`config.mk`:
```
export PLATFORM = sky130hd
export DESIGN_NAME = uart_fractional_baud_search_top
export DESIGN_NICKNAME = d
export VERILOG_FILES = /design/src/rtl/core/ufbs_pkg.sv /design/src/rtl/core/ufbs_divider.sv /design/src/rtl/core/ufbs_mask.sv /design/src/rtl/core/ufbs_seq.sv /design/src/rtl/core/uart_fractional_baud_search_top.sv
export SDC_FILE = /design/constraint.sdc
export NUM_CORES = 2
export LEC_CHECK = 0
export ABC_AREA = 1
export BUFFER_PORTS_ARGS = -buffer_cell sky130_fd_sc_hd__buf_4
export CAP_MARGIN = 10
export CORE_MARGIN = 3
export CORE_UTILIZATION = 35
export DETAILED_ROUTE_END_ITERATION = 8
export GPL_TIMING_DRIVEN = 1
export PLACE_DENSITY = 0.48
export SLEW_MARGIN = 20
export SYNTH_ARGS = -nofsm -noshare
export SYNTH_HDL_FRONTEND = slang
export SYNTH_SLANG_ARGS = --single-unit
```
`constraint.sdc`:
```
create_clock -name i_clk -period 10 [get_ports i_clk]
set_input_delay 2 -clock i_clk [delete_from_list [all_inputs] [get_ports i_clk]]
set_output_delay 2 -clock i_clk [all_outputs]
set_load 0.05 [all_outputs]
```
`src/rtl/core/ufbs_pkg.sv`:
```
package ufbs_pkg;

    localparam int MAX_DIVISOR   = 65535;
    localparam int MASK_BITS     = 12;
    localparam int FRACTION_BITS = 36;

    localparam int NOMINAL_SAMPLES = 16;
    localparam int MAX_SAMPLES     = 32;
    localparam int MIN_SAMPLES     = 4;
    localparam int START_MULT      = MAX_SAMPLES + 1;

    localparam int CLK_W  = 31;
    localparam int BAUD_W = 24;
    localparam int DIV_W  = 16;
    localparam int SPB_W  = 6;
    localparam int DIVC_W = DIV_W + 1;
    localparam int DIST_W = 5;

    localparam int IN_TDATA_W  = ((CLK_W + BAUD_W + 7) / 8) * 8;
    localparam int OUT_DATA_W  = DIV_W + SPB_W + MASK_BITS;
    localparam int OUT_TDATA_W = ((OUT_DATA_W + 7) / 8) * 8;

    // divider: dividend up to spb*div*2^F, divisor up to baud*div
    localparam int DVD_W = SPB_W + DIV_W + FRACTION_BITS;
    localparam int DVS_W = BAUD_W + DIV_W;
    localparam int CNT_W = $clog2(DVD_W + 1);

    // mask datapath
    localparam int SUM_W = $clog2(MASK_BITS * (MAX_SAMPLES + 1) + 1);
    localparam int ACC_W = SUM_W + DIV_W + FRACTION_BITS;
    localparam int T1_W  = $clog2(MASK_BITS + 1) + FRACTION_BITS;
    localparam int P_W   = FRACTION_BITS + 1;
    localparam int B_W   = DIV_W + FRACTION_BITS;
    localparam int BIT_W = $clog2(MASK_BITS);

    typedef enum logic [3:0] {
        S_IDLE,
        S_EXACT,
        S_START,
        S_RECIP,
        S_MUL,
        S_SPB,
        S_AQ,
        S_BQ,
        S_MASK,
        S_RESULT
    } t_seq_state;

    typedef enum logic [1:0] {
        M_IDLE,
        M_T2,
        M_SUM,
        M_DEC
    } t_mask_state;

    typedef struct packed {
        logic             start;
        logic [DVD_W-1:0] dividend;  // aligned to the top bit
        logic [DVS_W-1:0] divisor;
        logic [CNT_W-1:0] nbits;
    } t_div_req;

    typedef struct packed {
        logic             done;
        logic [DVD_W-1:0] quot;
        logic [DVS_W-1:0] rem;
    } t_div_rsp;

    typedef struct packed {
        logic [DVD_W-1:0]  a_quot;
        logic [CLK_W-1:0]  a_rem;
        logic [B_W-1:0]    b_quot;
        logic [CLK_W-1:0]  b_rem;
        logic [P_W-1:0]    p_quot;
        logic [BAUD_W-1:0] p_rem;
    } t_mask_op;

    typedef struct packed {
        logic                 found;
        logic [MASK_BITS-1:0] mask;
        logic [SPB_W-1:0]     spb;
        logic [DIV_W-1:0]     divisor;
    } t_result;

    function automatic logic [DIST_W-1:0] dist16(input logic [SPB_W-1:0] s);
        logic [SPB_W-1:0] d;
        if (s >= SPB_W'(NOMINAL_SAMPLES)) begin
            d = s - SPB_W'(NOMINAL_SAMPLES);
        end else begin
            d = SPB_W'(NOMINAL_SAMPLES) - s;
        end
        return d[DIST_W-1:0];
    endfunction

endpackage

```
`src/rtl/core/ufbs_divider.sv`:
```
module ufbs_divider (
    input  logic                i_clk,
    input  logic                i_rst_n,
    input  ufbs_pkg::t_div_req  i_req,
    output ufbs_pkg::t_div_rsp  o_rsp
);

    localparam int DVD_W = ufbs_pkg::DVD_W;
    localparam int DVS_W = ufbs_pkg::DVS_W;
    localparam int CNT_W = ufbs_pkg::CNT_W;

    logic             r_busy, n_busy;
    logic             r_done, n_done;
    logic [CNT_W-1:0] r_cnt, n_cnt;
    logic [DVD_W-1:0] r_q, n_q;
    logic [DVS_W-1:0] r_rem, n_rem;
    logic [DVS_W-1:0] r_dvs, n_dvs;

    logic [DVS_W:0] rem_sh;
    logic [DVS_W:0] diff;
    logic           ge;

    always_comb begin
        rem_sh = {r_rem, r_q[DVD_W-1]};
        diff   = rem_sh - {1'b0, r_dvs};
        ge     = rem_sh >= {1'b0, r_dvs};

        n_busy = r_busy;
        n_done = 1'b0;
        n_cnt  = r_cnt;
        n_q    = r_q;
        n_rem  = r_rem;
        n_dvs  = r_dvs;

        if (i_req.start) begin
            n_busy = 1'b1;
            n_cnt  = i_req.nbits;
            n_q    = i_req.dividend;
            n_rem  = '0;
            n_dvs  = i_req.divisor;
        end else if (r_busy) begin
            n_q   = {r_q[DVD_W-2:0], ge};
            n_rem = ge ? diff[DVS_W-1:0] : rem_sh[DVS_W-1:0];
            n_cnt = r_cnt - CNT_W'(1);
            if (r_cnt == CNT_W'(1)) begin
                n_busy = 1'b0;
                n_done = 1'b1;
            end
        end
    end

    always_ff @(posedge i_clk) begin
        if (!i_rst_n) begin
            r_busy <= 1'b0;
            r_done <= 1'b0;
            r_cnt  <= '0;
        end else begin
            r_busy <= n_busy;
            r_done <= n_done;
            r_cnt  <= n_cnt;
        end
    end

    always_ff @(posedge i_clk) begin
        r_q   <= n_q;
        r_rem <= n_rem;
        r_dvs <= n_dvs;
    end

    assign o_rsp.done = r_done;
    assign o_rsp.quot = r_q;
    assign o_rsp.rem  = r_rem;

endmodule

```
`src/rtl/core/ufbs_mask.sv`:
```
module ufbs_mask (
    input  logic                               i_clk,
    input  logic                               i_rst_n,
    input  logic                               i_start,
    input  ufbs_pkg::t_mask_op                 i_op,
    input  logic [ufbs_pkg::CLK_W-1:0]         i_clock,
    input  logic [ufbs_pkg::BAUD_W-1:0]        i_baud,
    output logic                               o_done,
    output logic [ufbs_pkg::MASK_BITS-1:0]     o_mask
);

    localparam int CLK_W     = ufbs_pkg::CLK_W;
    localparam int BAUD_W    = ufbs_pkg::BAUD_W;
    localparam int ACC_W     = ufbs_pkg::ACC_W;
    localparam int T1_W      = ufbs_pkg::T1_W;
    localparam int BIT_W     = ufbs_pkg::BIT_W;
    localparam int MASK_BITS = ufbs_pkg::MASK_BITS;

    ufbs_pkg::t_mask_state r_state, n_state;

    logic                 r_done, n_done;
    logic [BIT_W-1:0]     r_bit, n_bit;
    logic [T1_W-1:0]      r_t1, n_t1;
    logic [BAUD_W-1:0]    r_r1, n_r1;
    logic [ACC_W-1:0]     r_acc, n_acc;
    logic [CLK_W-1:0]     r_rem, n_rem;
    logic [ACC_W-1:0]     r_t2, n_t2;
    logic [ACC_W:0]       r_sum, n_sum;
    logic [MASK_BITS-1:0] r_mask, n_mask;

    logic [BAUD_W:0] r1_sum, r1_red;
    logic            c0;
    logic [CLK_W:0]  rem_sum, rem_red;
    logic            c1;
    logic [CLK_W:0]  rem2_sum, rem2_red;
    logic            c2;
    logic            stretch;

    always_comb begin
        r1_sum   = {1'b0, r_r1} + {1'b0, i_op.p_rem};
        c0       = r1_sum >= {1'b0, i_baud};
        r1_red   = c0 ? r1_sum - {1'b0, i_baud} : r1_sum;
        rem_sum  = {1'b0, r_rem} + {1'b0, i_op.a_rem};
        c1       = rem_sum >= {1'b0, i_clock};
        rem_red  = c1 ? rem_sum - {1'b0, i_clock} : rem_sum;
        rem2_sum = {1'b0, r_rem} + {1'b0, i_op.b_rem};
        c2       = rem2_sum >= {1'b0, i_clock};
        rem2_red = c2 ? rem2_sum - {1'b0, i_clock} : rem2_sum;
        stretch  = (ACC_W + 1)'(r_t1) > r_sum;

        n_state = r_state;
        n_done  = 1'b0;
        n_bit   = r_bit;
        n_t1    = r_t1;
        n_r1    = r_r1;
        n_acc   = r_acc;
        n_rem   = r_rem;
        n_t2    = r_t2;
        n_sum   = r_sum;
        n_mask  = r_mask;

        case (r_state)
            ufbs_pkg::M_IDLE: begin
                if (i_start) begin
                    n_bit   = '0;
                    n_t1    = '0;
                    n_r1    = '0;
                    n_acc   = '0;
                    n_rem   = '0;
                    n_mask  = '0;
                    n_state = ufbs_pkg::M_T2;
                end
            end
            ufbs_pkg::M_T2: begin
                // bit time target and sample position up to this bit
                n_t1    = r_t1 + T1_W'(i_op.p_quot) + T1_W'(c0);
                n_r1    = r1_red[BAUD_W-1:0];
                n_t2    = r_acc + ACC_W'(i_op.a_quot) + ACC_W'(c1);
                n_rem   = rem_red[CLK_W-1:0];
                n_state = ufbs_pkg::M_SUM;
            end
            ufbs_pkg::M_SUM: begin
                n_sum   = (ACC_W + 1)'(r_t2) + (ACC_W + 1)'(i_op.b_quot >> 1);
                n_state = ufbs_pkg::M_DEC;
            end
            ufbs_pkg::M_DEC: begin
                n_mask = {stretch, r_mask[MASK_BITS-1:1]};
                if (stretch) begin
                    n_acc = r_t2 + ACC_W'(i_op.b_quot) + ACC_W'(c2);
                    n_rem = rem2_red[CLK_W-1:0];
                end else begin
                    n_acc = r_t2;
                end
                if (r_bit == BIT_W'(MASK_BITS - 1)) begin
                    n_done  = 1'b1;
                    n_state = ufbs_pkg::M_IDLE;
                end else begin
                    n_bit   = r_bit + BIT_W'(1);
                    n_state = ufbs_pkg::M_T2;
                end
            end
            default: begin
                n_state = ufbs_pkg::M_IDLE;
            end
        endcase
    end

    always_ff @(posedge i_clk) begin
        if (!i_rst_n) begin
            r_state <= ufbs_pkg::M_IDLE;
            r_done  <= 1'b0;
            r_bit   <= '0;
        end else begin
            r_state <= n_state;
            r_done  <= n_done;
            r_bit   <= n_bit;
        end
    end

    always_ff @(posedge i_clk) begin
        r_t1   <= n_t1;
        r_r1   <= n_r1;
        r_acc  <= n_acc;
        r_rem  <= n_rem;
        r_t2   <= n_t2;
        r_sum  <= n_sum;
        r_mask <= n_mask;
    end

    assign o_done = r_done;
    assign o_mask = r_mask;

endmodule

```
`src/rtl/core/ufbs_seq.sv`:
```
module ufbs_seq (
    input  logic                         i_clk,
    input  logic                         i_rst_n,
    input  logic                         i_start,
    input  logic [ufbs_pkg::CLK_W-1:0]   i_clock,
    input  logic [ufbs_pkg::BAUD_W-1:0]  i_baud,
    output logic                         o_idle,
    output logic                         o_res_valid,
    input  logic                         i_res_ready,
    output ufbs_pkg::t_result            o_res
);

    localparam int CLK_W     = ufbs_pkg::CLK_W;
    localparam int BAUD_W    = ufbs_pkg::BAUD_W;
    localparam int DIV_W     = ufbs_pkg::DIV_W;
    localparam int DIVC_W    = ufbs_pkg::DIVC_W;
    localparam int SPB_W     = ufbs_pkg::SPB_W;
    localparam int DIST_W    = ufbs_pkg::DIST_W;
    localparam int DVD_W     = ufbs_pkg::DVD_W;
    localparam int DVS_W     = ufbs_pkg::DVS_W;
    localparam int CNT_W     = ufbs_pkg::CNT_W;
    localparam int B_W       = ufbs_pkg::B_W;
    localparam int P_W       = ufbs_pkg::P_W;
    localparam int FRAC      = ufbs_pkg::FRACTION_BITS;
    localparam int MASK_BITS = ufbs_pkg::MASK_BITS;
    localparam int SD_W      = SPB_W + DIV_W;

    ufbs_pkg::t_seq_state r_state, n_state;

    logic [CLK_W-1:0]     r_clock, n_clock;
    logic [BAUD_W-1:0]    r_baud, n_baud;
    logic [DIVC_W-1:0]    r_div, n_div;
    logic [SPB_W-1:0]     r_spb, n_spb;
    ufbs_pkg::t_mask_op   r_op, n_op;
    ufbs_pkg::t_result    r_best, n_best;
    logic [DIST_W-1:0]    r_best_dist, n_best_dist;

    ufbs_pkg::t_div_req   div_req;
    ufbs_pkg::t_div_rsp   div_rsp;
    logic                 mask_start;
    logic                 mask_done;
    logic [MASK_BITS-1:0] mask;

    logic [DVS_W-1:0]  bd;
    logic [SD_W-1:0]   sd;
    logic [SPB_W-1:0]  q_spb;
    logic [DIST_W-1:0] q_dist;
    logic [DIST_W-1:0] cur_dist;

    ufbs_divider u_div (
        .i_clk   (i_clk),
        .i_rst_n (i_rst_n),
        .i_req   (div_req),
        .o_rsp   (div_rsp)
    );

    ufbs_mask u_mask (
        .i_clk   (i_clk),
        .i_rst_n (i_rst_n),
        .i_start (mask_start),
        .i_op    (r_op),
        .i_clock (r_clock),
        .i_baud  (r_baud),
        .o_done  (mask_done),
        .o_mask  (mask)
    );

    always_comb begin
        bd       = DVS_W'(r_baud) * DVS_W'(r_div[DIV_W-1:0]);
        q_spb    = div_rsp.quot[SPB_W-1:0];
        sd       = SD_W'(q_spb) * SD_W'(r_div[DIV_W-1:0]);
        q_dist   = ufbs_pkg::dist16(q_spb);
        cur_dist = ufbs_pkg::dist16(r_spb);

        n_state     = r_state;
        n_clock     = r_clock;
        n_baud      = r_baud;
        n_div       = r_div;
        n_spb       = r_spb;
        n_op        = r_op;
        n_best      = r_best;
        n_best_dist = r_best_dist;
        div_req     = '0;
        mask_start  = 1'b0;

        case (r_state)
            ufbs_pkg::S_IDLE: begin
                if (i_start) begin
                    n_clock     = i_clock;
                    n_baud      = i_baud;
                    n_best      = '0;
                    n_best_dist = DIST_W'(ufbs_pkg::NOMINAL_SAMPLES);
                    if (i_clock == '0 || i_baud == '0) begin
                        n_state = ufbs_pkg::S_RESULT;
                    end else begin
                        div_req.start    = 1'b1;
                        div_req.dividend = {i_clock, {(DVD_W - CLK_W){1'b0}}};
                        div_req.divisor  = DVS_W'(i_baud)
                                           * DVS_W'(ufbs_pkg::NOMINAL_SAMPLES);
                        div_req.nbits    = CNT_W'(CLK_W);
                        n_state          = ufbs_pkg::S_EXACT;
                    end
                end
            end
            ufbs_pkg::S_EXACT: begin
                if (div_rsp.done) begin
                    if (div_rsp.rem == '0
                        && div_rsp.quot <= DVD_W'(ufbs_pkg::MAX_DIVISOR)) begin
                        n_best.found   = 1'b1;
                        n_best.divisor = div_rsp.quot[DIV_W-1:0];
                        n_best.spb     = SPB_W'(ufbs_pkg::NOMINAL_SAMPLES);
                        n_best.mask    = '0;
                        n_state        = ufbs_pkg::S_RESULT;
                    end else begin
                        // first divisor with at most MAX_SAMPLES samples
                        div_req.start    = 1'b1;
                        div_req.dividend = {r_clock, {(DVD_W - CLK_W){1'b0}}};
                        div_req.divisor  = DVS_W'(r_baud)
                                           * DVS_W'(ufbs_pkg::START_MULT);
                        div_req.nbits    = CNT_W'(CLK_W);
                        n_state          = ufbs_pkg::S_START;
                    end
                end
            end
            ufbs_pkg::S_START: begin
                if (div_rsp.done) begin
                    if (div_rsp.quot >= DVD_W'(ufbs_pkg::MAX_DIVISOR)) begin
                        n_state = ufbs_pkg::S_RESULT;
                    end else begin
                        n_div            = DIVC_W'(div_rsp.quot[DIV_W-1:0]) + DIVC_W'(1);
                        div_req.start    = 1'b1;
                        div_req.dividend = {1'b1, {(DVD_W - 1){1'b0}}};
                        div_req.divisor  = DVS_W'(r_baud);
                        div_req.nbits    = CNT_W'(FRAC + 1);
                        n_state          = ufbs_pkg::S_RECIP;
                    end
                end
            end
            ufbs_pkg::S_RECIP: begin
                if (div_rsp.done) begin
                    n_op.p_quot = div_rsp.quot[P_W-1:0];
                    n_op.p_rem  = div_rsp.rem[BAUD_W-1:0];
                    n_state     = ufbs_pkg::S_MUL;
                end
            end
            ufbs_pkg::S_MUL: begin
                if (r_div > DIVC_W'(ufbs_pkg::MAX_DIVISOR)) begin
                    n_state = ufbs_pkg::S_RESULT;
                end else begin
                    div_req.start    = 1'b1;
                    div_req.dividend = {r_clock, {(DVD_W - CLK_W){1'b0}}};
                    div_req.divisor  = bd;
                    div_req.nbits    = CNT_W'(CLK_W);
                    n_state          = ufbs_pkg::S_SPB;
                end
            end
            ufbs_pkg::S_SPB: begin
                if (div_rsp.done) begin
                    if (div_rsp.quot < DVD_W'(ufbs_pkg::MIN_SAMPLES)) begin
                        n_state = ufbs_pkg::S_RESULT;
                    end else if (q_dist > r_best_dist) begin
                        // below nominal the distance only grows from here
                        if (q_spb < SPB_W'(ufbs_pkg::NOMINAL_SAMPLES)) begin
                            n_state = ufbs_pkg::S_RESULT;
                        end else begin
                            n_div   = r_div + DIVC_W'(1);
                            n_state = ufbs_pkg::S_MUL;
                        end
                    end else begin
                        n_spb            = q_spb;
                        div_req.start    = 1'b1;
                        div_req.dividend = {sd, {FRAC{1'b0}}};
                        div_req.divisor  = DVS_W'(r_clock);
                        div_req.nbits    = CNT_W'(DVD_W);
                        n_state          = ufbs_pkg::S_AQ;
                    end
                end
            end
            ufbs_pkg::S_AQ: begin
                if (div_rsp.done) begin
                    n_op.a_quot      = div_rsp.quot;
                    n_op.a_rem       = div_rsp.rem[CLK_W-1:0];
                    div_req.start    = 1'b1;
                    div_req.dividend = {r_div[DIV_W-1:0], {(FRAC + SPB_W){1'b0}}};
                    div_req.divisor  = DVS_W'(r_clock);
                    div_req.nbits    = CNT_W'(B_W);
                    n_state          = ufbs_pkg::S_BQ;
                end
            end
            ufbs_pkg::S_BQ: begin
                if (div_rsp.done) begin
                    n_op.b_quot = div_rsp.quot[B_W-1:0];
                    n_op.b_rem  = div_rsp.rem[CLK_W-1:0];
                    mask_start  = 1'b1;
                    n_state     = ufbs_pkg::S_MASK;
                end
            end
            ufbs_pkg::S_MASK: begin
                if (mask_done) begin
                    if (cur_dist < r_best_dist
                        || (cur_dist == r_best_dist && r_best.mask > mask)) begin
                        n_best.found   = 1'b1;
                        n_best.divisor = r_div[DIV_W-1:0];
                        n_best.spb     = r_spb;
                        n_best.mask    = mask;
                        n_best_dist    = cur_dist;
                    end
                    n_div   = r_div + DIVC_W'(1);
                    n_state = ufbs_pkg::S_MUL;
                end
            end
            ufbs_pkg::S_RESULT: begin
                if (i_res_ready) begin
                    n_state = ufbs_pkg::S_IDLE;
                end
            end
            default: begin
                n_state = ufbs_pkg::S_IDLE;
            end
        endcase
    end

    always_ff @(posedge i_clk) begin
        if (!i_rst_n) begin
            r_state <= ufbs_pkg::S_IDLE;
        end else begin
            r_state <= n_state;
        end
    end

    always_ff @(posedge i_clk) begin
        r_clock     <= n_clock;
        r_baud      <= n_baud;
        r_div       <= n_div;
        r_spb       <= n_spb;
        r_op        <= n_op;
        r_best      <= n_best;
        r_best_dist <= n_best_dist;
    end

    assign o_idle      = (r_state == ufbs_pkg::S_IDLE);
    assign o_res_valid = (r_state == ufbs_pkg::S_RESULT);
    assign o_res       = r_best;

endmodule

```
`src/rtl/core/uart_fractional_baud_search_top.sv`:
```
// UART baud setting search.
// Slave channel: one transaction carries a clock frequency and a target bit
// rate. Master channel: one transaction per input with the divisor, the
// samples per bit and the 12-bit stretch mask; tuser is high when a setting
// was found, otherwise all result fields are zero.
// An exact multiple of 16 times the bit rate is answered without a search.
// Otherwise the search steps through the divisors, rejecting some on sample
// count and building the mask for the rest (up to 65535 divisors).
// All of this runs through one radix-2 divider, one bit per cycle, with a
// step through the T2, sum and decide states per mask bit.
// One item is in work at a time: s_tready is high only while the search is
// idle. A finished result sits in the output register; the next item may be
// accepted meanwhile, and its result is held inside until m_tready frees
// the output register.
// Reset (synchronous, active low) drops o_m_tvalid and o_s_tready and returns
// the search to idle; an item in work is lost.
module uart_fractional_baud_search_top (
    input  logic                                 i_clk,
    input  logic                                 i_rst_n,
    input  logic                                 i_s_tvalid,
    output logic                                 o_s_tready,
    // [30:0] clock_hz, [54:31] baud_rate
    input  logic [ufbs_pkg::IN_TDATA_W-1:0]      i_s_tdata,
    output logic                                 o_m_tvalid,
    input  logic                                 i_m_tready,
    // [15:0] divisor, [21:16] samples_per_bit, [33:22] stretch_mask
    output logic [ufbs_pkg::OUT_TDATA_W-1:0]     o_m_tdata,
    // [0] found
    output logic [0:0]                           o_m_tuser
);

    localparam int CLK_W       = ufbs_pkg::CLK_W;
    localparam int BAUD_W      = ufbs_pkg::BAUD_W;
    localparam int OUT_TDATA_W = ufbs_pkg::OUT_TDATA_W;

    logic              idle;
    logic              res_valid;
    logic              res_ready;
    logic              start;
    ufbs_pkg::t_result res;

    logic              r_m_valid, n_m_valid;
    ufbs_pkg::t_result r_m_res, n_m_res;

    assign o_s_tready = idle & i_rst_n;
    assign start      = i_s_tvalid & o_s_tready;
    assign res_ready  = !r_m_valid || i_m_tready;

    ufbs_seq u_seq (
        .i_clk       (i_clk),
        .i_rst_n     (i_rst_n),
        .i_start     (start),
        .i_clock     (i_s_tdata[CLK_W-1:0]),
        .i_baud      (i_s_tdata[CLK_W+BAUD_W-1:CLK_W]),
        .o_idle      (idle),
        .o_res_valid (res_valid),
        .i_res_ready (res_ready),
        .o_res       (res)
    );

    always_comb begin
        n_m_valid = r_m_valid;
        n_m_res   = r_m_res;
        if (res_valid && res_ready) begin
            n_m_valid = 1'b1;
            n_m_res   = res;
        end else if (i_m_tready) begin
            n_m_valid = 1'b0;
        end
    end

    always_ff @(posedge i_clk) begin
        if (!i_rst_n) begin
            r_m_valid <= 1'b0;
        end else begin
            r_m_valid <= n_m_valid;
        end
    end

    always_ff @(posedge i_clk) begin
        r_m_res <= n_m_res;
    end

    assign o_m_tvalid = r_m_valid;
    assign o_m_tdata  = OUT_TDATA_W'({r_m_res.mask, r_m_res.spb, r_m_res.divisor});
    assign o_m_tuser  = r_m_res.found;

endmodule

```
==> summary.txt <==
Status
  – Outcome: complete, no violations

Run
  – Max_cap viols: 0

Route
  – Wirelength, routed: about 340000 um
  – Max layer used: met4
  – Avg WL per Cell: 23.9 um
  – ANT nets after route: 0
  – 1st-iter DRT viols: around 6000
  – DR DRC count: 0
  – Met3 WL post-DR: 17200 um
  – Via Count: between 70000 and 80000
  – Vias per cell: about 5.2
  – Metal-1 WL: 144000 um
  – Wire length on met2: between 150000 and 200000 um
  – TritonRoute pass-1 iters: 8

Yosys
  – Synth Area per Inst: 7.40 sq um
  – Most used DFF post-synth: edfxtp_1
  – Netlist Area Pre-Place: 80600 sq um
  – Synth Register Bits: 835
  – Async SR Flop Fraction: 0%
  – Ys Warns: 0
  – Post-synth EDFFs: 775
  – Unique masters post-synth: 62
  – Cells after Synth: 10900
  – Sequential fraction of the synthesis area: 30.4%

Layout
  – Fill cells: 24200
  – Area grow syn2layout: 9.77%
  – # nets final: 12100
  – Share of cells above drive strength 1: 4.27%

Worst setup path
  – Critical Path RT: 10510 ps
  – Setup slack, reg-to-reg: between 2000 and 3000 ps
  – Critical Path End Type: flip-flop
  – CP peak stage delay: 460 ps
  – R2r worst-path depth: 38
  – Critical path type: reg -> reg
  – R2R Path End: u_seq.u_mask.r_acc[52]
  – Critical R2R Launch: u_seq.u_mask.r_rem[0]
  – Instance count on the critical path: 38
  – Crit path max-delay cell type: fa_1
  – Critical Path Fanout Max: 32
  – Most frequent CP cell: nand2_1
  – Worst setup path start: u_seq.u_mask.r_rem[0]
  – CP top delay family: simple AND/OR/NAND/NOR gates
  – CP Capture Point: u_seq.u_mask.r_acc[52]
  – Type of origin of the critical path: flip-flop
  – Buffers & Inverters on Critical Path: 5
  – Crit path DAT: approximately 7900 ps

Timing
  – Min Tclk post-route: 7430 ps
  – Slew HR: 23.6%
  – Final Skew: 100 ps
  – Hold WS: ~420 ps
  – Final Max Slew Viols: 0
  – Tcrit/Tclk final: about three quarters
  – Final Hold Fails: 0
  – Setup TNS: 0 ps
  – # setup viols final: 0
  – F_max: 135 MHz
  – Worst Tran Pin Value: 1130 ps
  – Unrepaired setup endpoints after global routing: no

Clock network
  – CTS tree: built
  – Hold-fix buffers, CTS: 0
  – Post_cts resized: 0
  – Number of buffers created by CTS: 103
  – Root Driver: clkbuf_16
  – Setup Fix Bufs, Post-CTS: 0
  – Clock Tree Buf Depth: 3
  – Htree depth: 3
  – Reg clk slew, reported paths: 60 ps
  – Clock latency at the later pin of the worst-skew pair: 810 ps
  – Clock sink count: roughly 840

Floorplan
  – Die height: between 400 and 500 um
  – Core area: 228000 sq um
  – Die ar.: 236000 sq um
  – # IOs: 103
  – Initial Util: 35.3%
  – Row cnt: about 180
  – Die width: approximately 490 um

Placed design
  – GPL Wtd Cong: 0.992
  – PortBufs: 95
  – Dpl hpwl: approximately 280000 um

Global routing
  – Vias in the first global route: 72300
  – Grt ovf: 0
  – Initial antenna violation count: 13
  – First-pass GRT wire length: roughly 490000 um
  – GRT Overall Usage: 27.9%
  – Largest net degree at the start of global routing: between 60 and 70

Worst hold path
  – Hold_sp: u_seq.o_res[4]
  – Hold WC Path Type: reg -> reg
[metal layers]
metal  vias to the layer above  track usage [%]
li1                      35500                -
met1                     35700             36.4
met2                      2177             47.0
met3                       467             2.97
met4                         0             12.0
met5                         -                0
[cell usage after synthesis (all sizes together) (8+ instances only)]
master	instances	area share, %
o21a	29	0.27
inv	1823	8.5
o211ai	24	0.22
buf	84	0.58
a21boi	17	0.16
nand4	140	1.1
or2	50	0.39
ha	680	11
xnor2	113	1.2
nand3b	46	0.43
edfxtp	775	29
o21ai	496	3.1
and3	14	0.11
nand3	559	3.5
o22ai	30	0.23
nor4	38	0.29
nor2	1238	5.9
a21o	60	0.56
o21bai	61	0.57
and2	8	0.064
clkbuf	146	0.68
nor3	106	0.68
a31oi	50	0.39
a21oi	737	4.6
o2111ai	13	0.14
xor2	192	2.1
dfxtp	60	1.5
fa	378	9.4
nand2	2862	13
a22oi	31	0.29
[worst register-to-register path: cells and delay by family (launching register included)]
family	cells	cell delay (ps)
XOR/XNOR	1	260
adder cells (fa/ha/maj)	5	1890
buffers and inverters	5	650
AND/OR/NAND/NOR	26	3690
AO/OA/AOI/OAI	1	290
flip-flops	1	410
[metrics by stage]
stage / worst slack, ps / instances / utilization (%) / area, sq um
final: 2570 / 14100 / 38.8 / 88500
after global routing: 2040 / 14100 / 38.8 / 88400
after CTS: 2610 / 14100 / 38.8 / 88400
after detailed placement: 2650 / 13900 / 37.2 / 85000
after global placement: 2610 / 13900 / 37.2 / 85000
after floorplan: 2660 / 10900 / - / 80600
[cells in the final DEF, fill, tap and decap left out, types with 16 or more instances in the layout]
master	n
nand2_1	2852
inv_1	1809
nor2_1	1221
edfxtp_1	775
a21oi_1	734
ha_1	677
nand3_1	555
o21ai_0	475
fa_1	378
buf_4	196
xor2_1	192
nand4_1	140
xnor2_1	113
nor3_1	103
clkbuf_16	103
o21bai_1	61
a21o_1	60
dfxtp_1	60
a31oi_1	50
or2_2	49
nand3b_1	46
nor4_1	38
a22oi_1	31
o22ai_1	30
o21a_1	29
o211ai_1	24
clkinv_2	23
clkbuf_1	21
diode_2	16
a21boi_0	16
[layout make-up]
type | instances | area, sq um | area share [%]
clock buffer | 127 | 2700 | 3.05
tap | 3009 | 3760 | 4.26
antenna | 16 | 40.0 | 0.0453
multi-input combinational | 8005 | 48400 | 54.7
inverter | 1825 | 6850 | 7.75
timing repair buffer | 196 | 1470 | 1.66
sequential | 835 | 24500 | 27.7
clock inverter | 66 | 774 | 0.875
[registers in the layout (all words and copies together) (netlist names), 31 cells and up]
register and flops:
o_m_tdata 34, u_seq.o_res 35, u_seq.r_clock 31, u_seq.r_op 233
u_seq.u_div.r_dvs 40, u_seq.u_div.r_q 58, u_seq.u_div.r_rem 40, u_seq.u_mask.r_acc 61
u_seq.u_mask.r_rem 31, u_seq.u_mask.r_sum 62, u_seq.u_mask.r_t1 40, u_seq.u_mask.r_t2 61
[how the worst min path moves through the flow]
stage	slack, ps	endpoint	cells after the start
final	420	o_m_tdata[4]	0
after global routing	420	o_m_tdata[4]	0
after CTS	410	o_m_tdata[17]	0
after detailed placement	410	o_m_tdata[12]	0
after global placement	410	o_m_tdata[2]	0
after floorplan	400	o_m_tdata[0]	0
[cells by family after synthesis]
logic type | synth area share (%)
buf+inv | 9.76
fa+ha+maj | 19.9
flops | 30.4
xor+xnor | 3.31
compound gates | 10.8
other cells | 0.00465
simple gates | 25.8
Power is left out: the tool's default activity adds up to more than one toggle a clock period on the data nets, which glitch-free logic cannot reach.
